[src/rtl/core/busy_map_free_run_finder_defines.svh]
// assertion macros used by the free run finder engine
`ifndef BUSY_MAP_FREE_RUN_FINDER_DEFINES_SVH
`define BUSY_MAP_FREE_RUN_FINDER_DEFINES_SVH

// property checked on every rising clock edge outside reset
`define BFR_ASSERT(lbl, prop, msg) \
    lbl: assert property (@(posedge i_clk) disable iff (!i_rst_n) (prop)) else $error(msg);

// condition followed by a consequence in the next cycle
`define BFR_ASSERT_NEXT(lbl, cond, nxt, msg) \
    lbl: assert property (@(posedge i_clk) disable iff (!i_rst_n) (cond) |=> (nxt)) \
        else $error(msg);

`endif

[src/rtl/core/bfr_pkg.sv]
// types, constants and helper functions of the free run finder
package bfr_pkg;

    localparam int SLOT_W    = 11;
    localparam int WORD_BITS = 64;
    localparam int WORD_SH   = 6;
    // slot index wide enough for the largest map plus one
    localparam int SIW       = 13;
    localparam int WIW       = SIW - WORD_SH;

    typedef enum logic [1:0] {
        REQ_CLEAR = 2'd0,
        REQ_MARK  = 2'd1,
        REQ_QUERY = 2'd2
    } t_req_e;

    typedef struct packed {
        logic              found;
        logic [SLOT_W-1:0] free_start;
        logic [SLOT_W-1:0] free_end;
    } t_res;

    typedef struct packed {
        logic clr;
        logic we;
    } t_ram_ctl;

    // index of the lowest set bit, zero when none is set
    function automatic logic [WORD_SH-1:0] ffs_word(input logic [WORD_BITS-1:0] v);
        logic [WORD_SH-1:0] idx;
        idx = '0;
        for (int i = WORD_BITS - 1; i >= 0; i--) begin
            if (v[i]) begin
                idx = WORD_SH'(i);
            end
        end
        return idx;
    endfunction

endpackage

[src/rtl/core/busy_map_free_run_finder.sv]
// top level of the busy map free run finder
//
//  channel   dir   data                               user
//  s_axis    in    [10:0] slot_first [21:11] slot_last  [1:0] req_type
//  m_axis    out   [10:0] free_start [21:11] free_end   [0] found
//
// clear and unused codes go straight to a result; a mark or query walks the
// map one 64-slot word per cycle from the start word, except that a query scans
// the word that holds the start of a free run twice.
// reset clears the map at once through per-word valid bits, no sweep needed.
// one request is in work at a time; the output register lets the next request
// start while a result is held, and the sequencer waits when the register is full.
module busy_map_free_run_finder #(
    parameter int SLOTS = 1440
) (
    input  logic        i_clk,
    input  logic        i_rst_n,
    input  logic        s_axis_tvalid,
    output logic        s_axis_tready,
    input  logic [23:0] s_axis_tdata,   // slot_first, slot_last, zero pad
    input  logic [1:0]  s_axis_tuser,   // req_type
    output logic        m_axis_tvalid,
    input  logic        m_axis_tready,
    output logic [23:0] m_axis_tdata,   // free_start, free_end, zero pad
    output logic [0:0]  m_axis_tuser    // found
);
    import bfr_pkg::*;

    localparam int WORDS = (SLOTS + WORD_BITS - 1) / WORD_BITS;
    localparam int WAW   = (WORDS > 1) ? $clog2(WORDS) : 1;

    t_ram_ctl             ram_ctl;
    logic [WAW-1:0]       rd_addr;
    logic [WAW-1:0]       wr_addr;
    logic [WORD_BITS-1:0] wr_data;
    logic [WORD_BITS-1:0] rd_data;
    logic                 res_valid;
    t_res                 res;
    logic                 take;
    logic                 r_ovalid;
    t_res                 r_out;

    bfr_engine #(
        .SLOTS(SLOTS),
        .WORDS(WORDS),
        .WAW  (WAW)
    ) u_engine (
        .i_clk      (i_clk),
        .i_rst_n    (i_rst_n),
        .i_valid    (s_axis_tvalid),
        .o_ready    (s_axis_tready),
        .i_req      (s_axis_tuser),
        .i_first    (s_axis_tdata[SLOT_W-1:0]),
        .i_last     (s_axis_tdata[2*SLOT_W-1:SLOT_W]),
        .o_res_valid(res_valid),
        .o_res      (res),
        .i_take     (take),
        .o_ram_ctl  (ram_ctl),
        .o_rd_addr  (rd_addr),
        .o_wr_addr  (wr_addr),
        .o_wr_data  (wr_data),
        .i_rd_data  (rd_data)
    );

    bfr_map_ram #(
        .WORDS(WORDS),
        .WAW  (WAW)
    ) u_map_ram (
        .i_clk    (i_clk),
        .i_rst_n  (i_rst_n),
        .i_ctl    (ram_ctl),
        .i_wr_addr(wr_addr),
        .i_wr_data(wr_data),
        .i_rd_addr(rd_addr),
        .o_rd_data(rd_data)
    );

    // result moves into the output register when it is empty or being drained
    assign take = res_valid && (!r_ovalid || m_axis_tready);

    always_ff @(posedge i_clk) begin
        if (!i_rst_n) begin
            r_ovalid <= 1'b0;
        end else if (take) begin
            r_ovalid <= 1'b1;
        end else if (m_axis_tready) begin
            r_ovalid <= 1'b0;
        end
    end

    always_ff @(posedge i_clk) begin
        if (take) begin
            r_out <= res;
        end
    end

    assign m_axis_tvalid = r_ovalid;
    assign m_axis_tdata  = {2'b00, r_out.free_end, r_out.free_start};
    assign m_axis_tuser  = r_out.found;

endmodule

[src/rtl/core/bfr_map_ram.sv]
// busy map word memory with per-word valid bits and registered read
module bfr_map_ram #(
    parameter int WORDS = 23,
    parameter int WAW   = 5
) (
    input  logic                          i_clk,
    input  logic                          i_rst_n,
    input  bfr_pkg::t_ram_ctl             i_ctl,
    input  logic [WAW-1:0]                i_wr_addr,
    input  logic [bfr_pkg::WORD_BITS-1:0] i_wr_data,
    input  logic [WAW-1:0]                i_rd_addr,
    output logic [bfr_pkg::WORD_BITS-1:0] o_rd_data
);
    import bfr_pkg::*;

    logic [WORD_BITS-1:0] mem [WORDS];
    logic [WORDS-1:0]     r_valid;
    logic [WORD_BITS-1:0] r_rd_data;
    logic                 r_rd_valid;

    always_ff @(posedge i_clk) begin
        if (i_ctl.we) begin
            mem[i_wr_addr] <= i_wr_data;
        end
        r_rd_data <= mem[i_rd_addr];
    end

    // a word never written since reset or clear reads as all free
    always_ff @(posedge i_clk) begin
        if (!i_rst_n) begin
            r_valid    <= '0;
            r_rd_valid <= 1'b0;
        end else begin
            r_rd_valid <= r_valid[i_rd_addr];
            if (i_ctl.clr) begin
                r_valid <= '0;
            end else if (i_ctl.we) begin
                r_valid[i_wr_addr] <= 1'b1;
            end
        end
    end

    assign o_rd_data = r_rd_valid ? r_rd_data : '0;

endmodule

[src/rtl/core/bfr_engine.sv]
// request sequencer: word walk for mark and two-phase free run scan
`include "busy_map_free_run_finder_defines.svh"

module bfr_engine #(
    parameter int SLOTS = 1440,
    parameter int WORDS = 23,
    parameter int WAW   = 5
) (
    input  logic                          i_clk,
    input  logic                          i_rst_n,
    input  logic                          i_valid,
    output logic                          o_ready,
    input  logic [1:0]                    i_req,
    input  logic [bfr_pkg::SLOT_W-1:0]    i_first,
    input  logic [bfr_pkg::SLOT_W-1:0]    i_last,
    output logic                          o_res_valid,
    output bfr_pkg::t_res                 o_res,
    input  logic                          i_take,
    output bfr_pkg::t_ram_ctl             o_ram_ctl,
    output logic [WAW-1:0]                o_rd_addr,
    output logic [WAW-1:0]                o_wr_addr,
    output logic [bfr_pkg::WORD_BITS-1:0] o_wr_data,
    input  logic [bfr_pkg::WORD_BITS-1:0] i_rd_data
);
    import bfr_pkg::*;

    localparam logic [WAW-1:0] LAST_W = WAW'(WORDS - 1);
    localparam int LAST_BITS = SLOTS - WORD_BITS * (WORDS - 1);
    localparam logic [WORD_BITS-1:0] LAST_MASK = ~(WORD_BITS)'(0) >> (WORD_BITS - LAST_BITS);
    localparam logic [SIW-1:0] SLOT_MAX = SIW'(SLOTS - 1);
    localparam logic [SIW-1:0] SLOT_CNT = SIW'(SLOTS);
    localparam logic [WORD_BITS-1:0] ONES = ~(WORD_BITS)'(0);

    typedef enum logic [1:0] {S_IDLE, S_RUN, S_WAIT} t_state_e;

    t_state_e             r_state;
    logic                 r_query;
    logic                 r_phase;
    logic [WAW-1:0]       r_rd_w;
    logic [WAW-1:0]       r_pw;
    logic                 r_pv;
    logic                 r_use_hold;
    logic [WORD_BITS-1:0] r_hold;
    logic [WAW-1:0]       r_hold_w;
    logic [SIW-1:0]       r_lo;
    logic [SIW-1:0]       r_top;
    logic [SIW-1:0]       r_first;
    t_res                 r_res;

    logic                 accept;
    logic [SIW-1:0]       a_x;
    logic [SIW-1:0]       b_x;
    logic [SIW-1:0]       top_x;
    logic [WAW-1:0]       cur_w;
    logic [WIW-1:0]       cur_wx;
    logic [WORD_BITS-1:0] cur_d;
    logic                 cur_ok;
    logic                 cur_last;
    logic [WORD_BITS-1:0] lo_mask;
    logic [WORD_BITS-1:0] hi_mask;
    logic [WORD_BITS-1:0] lim_mask;
    logic [WORD_BITS-1:0] free_v;
    logic [WORD_BITS-1:0] busy_v;
    logic [SIW-1:0]       hit_slot;
    logic [WAW-1:0]       rd_nx;

    assign accept = i_valid && o_ready;
    assign a_x    = SIW'(i_first);
    assign b_x    = SIW'(i_last);
    assign top_x  = (b_x > SLOT_MAX) ? SLOT_MAX : b_x;

    assign cur_w    = r_use_hold ? r_hold_w : r_pw;
    assign cur_wx   = WIW'(cur_w);
    assign cur_d    = r_use_hold ? r_hold : i_rd_data;
    assign cur_ok   = (r_state == S_RUN) && (r_use_hold || r_pv);
    assign cur_last = (cur_w == LAST_W);
    assign rd_nx    = (r_rd_w == LAST_W) ? r_rd_w : r_rd_w + 1'b1;

    always_comb begin
        if (cur_wx > r_lo[SIW-1:WORD_SH]) begin
            lo_mask = ONES;
        end else if (cur_wx == r_lo[SIW-1:WORD_SH]) begin
            lo_mask = ONES << r_lo[WORD_SH-1:0];
        end else begin
            lo_mask = '0;
        end
        if (cur_wx < r_top[SIW-1:WORD_SH]) begin
            hi_mask = ONES;
        end else if (cur_wx == r_top[SIW-1:WORD_SH]) begin
            hi_mask = ONES >> (WORD_SH'(WORD_BITS - 1) - r_top[WORD_SH-1:0]);
        end else begin
            hi_mask = '0;
        end
        lim_mask = cur_last ? LAST_MASK : ONES;
        free_v   = ~cur_d & lo_mask & lim_mask;
        // slots past the map end count as busy so a run stops at the final slot
        busy_v   = (cur_d | ~lim_mask) & lo_mask;
        hit_slot = {cur_wx, ffs_word(r_phase ? busy_v : free_v)};
    end

    always_comb begin
        o_ram_ctl.clr = accept && (i_req == REQ_CLEAR);
        o_ram_ctl.we  = cur_ok && !r_query;
    end

    assign o_rd_addr   = r_rd_w;
    assign o_wr_addr   = cur_w;
    assign o_wr_data   = cur_d | (lo_mask & hi_mask);
    assign o_ready     = (r_state == S_IDLE);
    assign o_res_valid = (r_state == S_WAIT);
    assign o_res       = r_res;

    always_ff @(posedge i_clk) begin
        if (!i_rst_n) begin
            r_state    <= S_IDLE;
            r_pv       <= 1'b0;
            r_use_hold <= 1'b0;
            r_phase    <= 1'b0;
            r_query    <= 1'b0;
        end else begin
            unique case (r_state)
                S_IDLE: begin
                    if (i_valid) begin
                        r_res      <= '0;
                        r_pv       <= 1'b0;
                        r_use_hold <= 1'b0;
                        r_phase    <= 1'b0;
                        r_lo       <= a_x;
                        r_top      <= top_x;
                        r_rd_w     <= WAW'(a_x[SIW-1:WORD_SH]);
                        r_state    <= S_WAIT;
                        unique case (i_req)
                            REQ_MARK: begin
                                r_query <= 1'b0;
                                if ((a_x <= b_x) && (a_x < SLOT_CNT)) begin
                                    r_state <= S_RUN;
                                end
                            end
                            REQ_QUERY: begin
                                r_query <= 1'b1;
                                if (a_x < SLOT_CNT) begin
                                    r_state <= S_RUN;
                                end
                            end
                            default: begin
                                r_query <= 1'b0;
                            end
                        endcase
                    end
                end
                S_RUN: begin
                    r_pw       <= r_rd_w;
                    r_pv       <= 1'b1;
                    r_rd_w     <= rd_nx;
                    r_use_hold <= 1'b0;
                    if (cur_ok) begin
                        if (!r_query) begin
                            if (cur_wx == r_top[SIW-1:WORD_SH]) begin
                                r_state <= S_WAIT;
                            end
                        end else if (!r_phase) begin
                            if (free_v != '0) begin
                                // rescan this word for the run end, then refetch the next
                                r_first    <= hit_slot;
                                r_lo       <= SIW'(hit_slot + 1'b1);
                                r_phase    <= 1'b1;
                                r_hold     <= cur_d;
                                r_hold_w   <= cur_w;
                                r_use_hold <= 1'b1;
                                r_rd_w     <= r_rd_w;
                            end else if (cur_last) begin
                                r_state <= S_WAIT;
                            end
                        end else begin
                            if (busy_v != '0) begin
                                r_res.found      <= 1'b1;
                                r_res.free_start <= r_first[SLOT_W-1:0];
                                r_res.free_end   <= SLOT_W'(hit_slot - 1'b1);
                                r_state          <= S_WAIT;
                            end else if (cur_last) begin
                                r_res.found      <= 1'b1;
                                r_res.free_start <= r_first[SLOT_W-1:0];
                                r_res.free_end   <= SLOT_MAX[SLOT_W-1:0];
                                r_state          <= S_WAIT;
                            end
                        end
                    end
                end
                S_WAIT: begin
                    if (i_take) begin
                        r_state <= S_IDLE;
                    end
                end
                default: begin
                    r_state <= S_IDLE;
                end
            endcase
        end
    end

    `BFR_ASSERT(a_we_in_run, o_ram_ctl.we |-> (r_state == S_RUN && !r_query), "write outside mark")
    `BFR_ASSERT(a_we_in_range, o_ram_ctl.we |-> (cur_wx >= r_lo[SIW-1:WORD_SH] && cur_wx <= r_top[SIW-1:WORD_SH]), "mark word out of range")
    `BFR_ASSERT_NEXT(a_hold_once, r_use_hold, !r_use_hold, "held word processed twice")
    `BFR_ASSERT_NEXT(a_take_idle, r_state == S_WAIT && i_take, r_state == S_IDLE, "result taken but not idle")

endmodule
[config.mk]
export PLATFORM = sky130hd
export DESIGN_NAME = busy_map_free_run_finder
export DESIGN_NICKNAME = d
export VERILOG_FILES = /design/src/rtl/core/bfr_pkg.sv /design/src/rtl/core/busy_map_free_run_finder.sv /design/src/rtl/core/bfr_map_ram.sv /design/src/rtl/core/bfr_engine.sv
export VERILOG_INCLUDE_DIRS = /design/src /design/src/rtl/core
export SDC_FILE = /design/constraint.sdc
export NUM_CORES = 2
export LEC_CHECK = 0
export BUFFER_PORTS_ARGS = -buffer_cell sky130_fd_sc_hd__clkbuf_2
export CAP_MARGIN = 20
export CORE_MARGIN = 1.5
export CORE_UTILIZATION = 35
export CTS_BUF_LIST = sky130_fd_sc_hd__clkbuf_4
export DETAILED_ROUTE_END_ITERATION = 8
export GPL_TIMING_DRIVEN = 0
export MAX_ROUTING_LAYER = met4
export PLACE_DENSITY = 0.58
export SYNTH_ARGS = -nofsm -noshare
export SYNTH_HDL_FRONTEND = slang
export SYNTH_SLANG_ARGS = --single-unit
[constraint.sdc]
create_clock -name i_clk -period 12.3 [get_ports i_clk]
set_input_delay 0.615 -clock i_clk [delete_from_list [all_inputs] [get_ports i_clk]]
set_output_delay 0.615 -clock i_clk [all_outputs]
set_load 0.05 [all_outputs]
==> qor.txt <==
status = completed
Synth Register Bits = 1721
final worst slack = 849 ps
via count of the routed design = 45000
net switching fraction of the power = 24.3%
total CTS buffers = 445
layout cells sized above 1 = 29.1%
core area = 203000 sq um
# port buffers = 52
Clock Sinks = 1721
Synth top area share = 68.1%
fin nets = 4967
CTS HTree Levels = 5
Final min period = 11450 ps
Post-Synth Simple-Gate Area = 4.70%
DR DRC count = 0
total power = 12500 uW
global-route usage over all layers = 25.1%
synthesized area per cell = 17.2 sq um
Final setup viols = 0
clock buffer depth = 4
Power Density = 147 nW/um^2
first-pass GRT wire length = 353 mm
Initial DRC Count = 5416
clk_skew = 125 ps
routability congestion estimate = 1.03
Synth Area in Compound Gates = 7.34%
HPWL Detailed = 185 mm
critical path launch point type = register
FMAX = 87.3 MHz
Core Rows = 165
max-cap viol count = 0
vias in the first global route = 45100
post-DR wirelength/cell = 32.4 microns
grt total ovfl = 0
CTS resizes = 0
number of warnings issued by yosys = 0
CTS root buf = clkbuf_4
worst vdd ir = 0.0692 mV
Seq/Total Area, Yosys = 70.8%
Cells after DPL = 7074
CTS tree = done
Initial Util = 35.3%
most common cell in the netlist = edfxtp_1
Post-CTS Setup Bufs = 0
Final Non-Filler Cells = 7924
library cells used by synthesis = 105
slew of the pin with the lowest slew margin = 1460 ps
P&R area growth vs syn = 18.7%
antenna viol nets, final = 0
Worst-Skew Late Latency = 1480 ps
combinational fraction of design power = 8.4%
Die ar. = 208000 sq um
final max-slew violation count = 0
clk slew on worst S/H paths = 70 ps
Tightest Hold Check Type = in2reg
Max-slew headroom = 2.97%
arrival time at the worst endpoint = 12530 ps
worst-path maximum fanout = 11
number of iterations in the first detailed-routing pass = 6
multiplexer share of the synthesized area = 14.2%
Yosys top cell by area = edfxtp_1
DRT Wirelength = 256 mm
CP max stage delay = 890 ps
CP endpoint kind = register
fin crit share = 93.1%
Critical Path RT = 13380 ps
largest net degree at the start of global routing = 28
Leakage = 0.0289 uW
Vert. Die Dim = 456 microns
ys async rst share = 0%
combinational family with the most area after synthesis = multiplexers
I/O pin count = 57
internal power = 9460 uW
synth top area cells = edfxtp_1 68%, mux4_2 12%, dfxtp_1 2.7%
Max stage delay cell, worst path = buf_1
Synth Area in XOR/XNOR = 0.391%
Net Sw Power = 3030 uW
clock share of power = 39.4%
Synth Area in Adders = 0.489%
Sequential Power Share = 52.2%
initial antenna violation count = 9
hold_buf cts = 46
Final Hold Fails = 0
most frequent cell on the critical path = buf_6
Crit Path Class = reg2reg
number of synthesized flops with an enable pin = 1626
most common library cells after synthesis = 1626 x edfxtp_1, 390 x mux4_2, 207 x nor2_1
pre-CTS WS = 1270 ps
Primary FF master, synth = edfxtp_1
Syn Std Cell Area = 71700 sq um
Die X = 456 microns
RSZ-0062 raised after global routing = no
post-DR vias/cell = 5.68
setup TNS = 0 ps
Gate Count Post-Synth = 4164
[placed cells by master (no fill, tap or decap), types with 32 or more instances in the layout]
master	count
a21oi_1	168
a22oi_1	60
a31oi_1	32
and2_1	32
buf_1	45
buf_12	68
buf_2	45
buf_4	40
buf_8	64
clkbuf_1	142
clkbuf_2	59
clkbuf_4	668
clkinv_1	85
dfxtp_1	95
dlygate4sd3_1	46
edfxtp_1	1626
inv_1	106
mux2i_1	133
mux4_2	390
nand2_1	201
nand3_1	52
nor2_1	183
nor3_1	43
o211ai_1	43
o21a_1	37
o21ai_0	152
o22ai_1	41
[final cells by class]
| class | instances | area (sq um) |
|---|---|---|
| sequential | 1721 | 50700 |
| inverter | 111 | 417 |
| multi-input combinational | 2083 | 20000 |
| fill | 18300 | 118000 |
| clock inverter | 106 | 632 |
| clock buffer | 667 | 5010 |
| tap | 2672 | 3340 |
| buffer | 250 | 1100 |
| antenna | 17 | 42.5 |
| timing repair buffer | 297 | 3790 |
[path summary, 6_finish.rpt]
check,cells after the start,slack [ps],to,startpoint
hold / removal,4,180,u_engine.o_rd_addr[0],s_axis_tdata[6]
setup reg to reg,31,850,u_engine.r_hold[25],u_engine.r_use_hold
hold reg to reg,0,390,m_axis_tdata[12],u_engine.o_res[1]
setup / recovery,31,850,u_engine.r_hold[25],u_engine.r_use_hold
[stage by stage]
stage               hold slack [ps]  instance area (sq um)  util, %
global route                   55.2                  85100     41.9
CTS                            8.71                  84900     41.8
detailed placement              405                  78800     38.8
global placement                404                  75300     37.1
floorplan                       400                  71700        -
finish                          178                  85100     41.9
[power groups by stage]
stage | sequential, uW | clock (uW) | combinational, uW
after floorplan | 6640 | 0 | 547
final | 6520 | 4930 | 1050
after CTS | 6510 | 5050 | 1040
after global routing | 6510 | 5330 | 1100
after detailed placement | 6640 | 0 | 1020
after global placement | 6650 | 0 | 946
[logic make-up (layout without fill, tap and decap cells)]
kind of cell / after synthesis / after routing
fa+ha+maj: 28 / 28
flops: 1721 / 1721
mux: 527 / 527
xor+xnor: 32 / 32
compound gates: 794 / 794
simple gates: 700 / 700
other cells: 1 / 19
buf+inv: 361 / 1431
[registers in the layout (all words and copies together) (netlist names), 2 cells and up]
register	count
u_engine.r_hold	64
m_axis_tdata	22
u_map_ram.mem	1472
u_engine.r_first	6
u_engine.r_lo	12
u_engine.o_res	23
u_engine.o_rd_addr	5
u_engine.r_top	11
u_engine.r_pw	5
u_engine.r_state	2
u_map_ram.r_rd_data	64
u_engine.r_hold_w	5
u_map_ram.r_valid	23
[layer usage]
metal	share of wire [%]	up-vias	GRT usage, %
met5	0	-	-
met4	3.6	0	9.44
met3	7.8	449	5.39
met2	47	2270	38.4
met1	42	23500	32.8
li1	-	18800	-
[worst max-delay path: cells and delay by family (launching register included)]
| family | cells | cell delay [ps] |
|---|---|---|
| AOI/OAI and AO/OA | 3 | 1010 |
| adders and majority gates | 1 | 390 |
| buffers and inverters | 19 | 6400 |
| DFF | 1 | 320 |
| muxes | 1 | 750 |
| and+or+nand+nor | 7 | 2100 |
(Power assumes the default switching activity.)
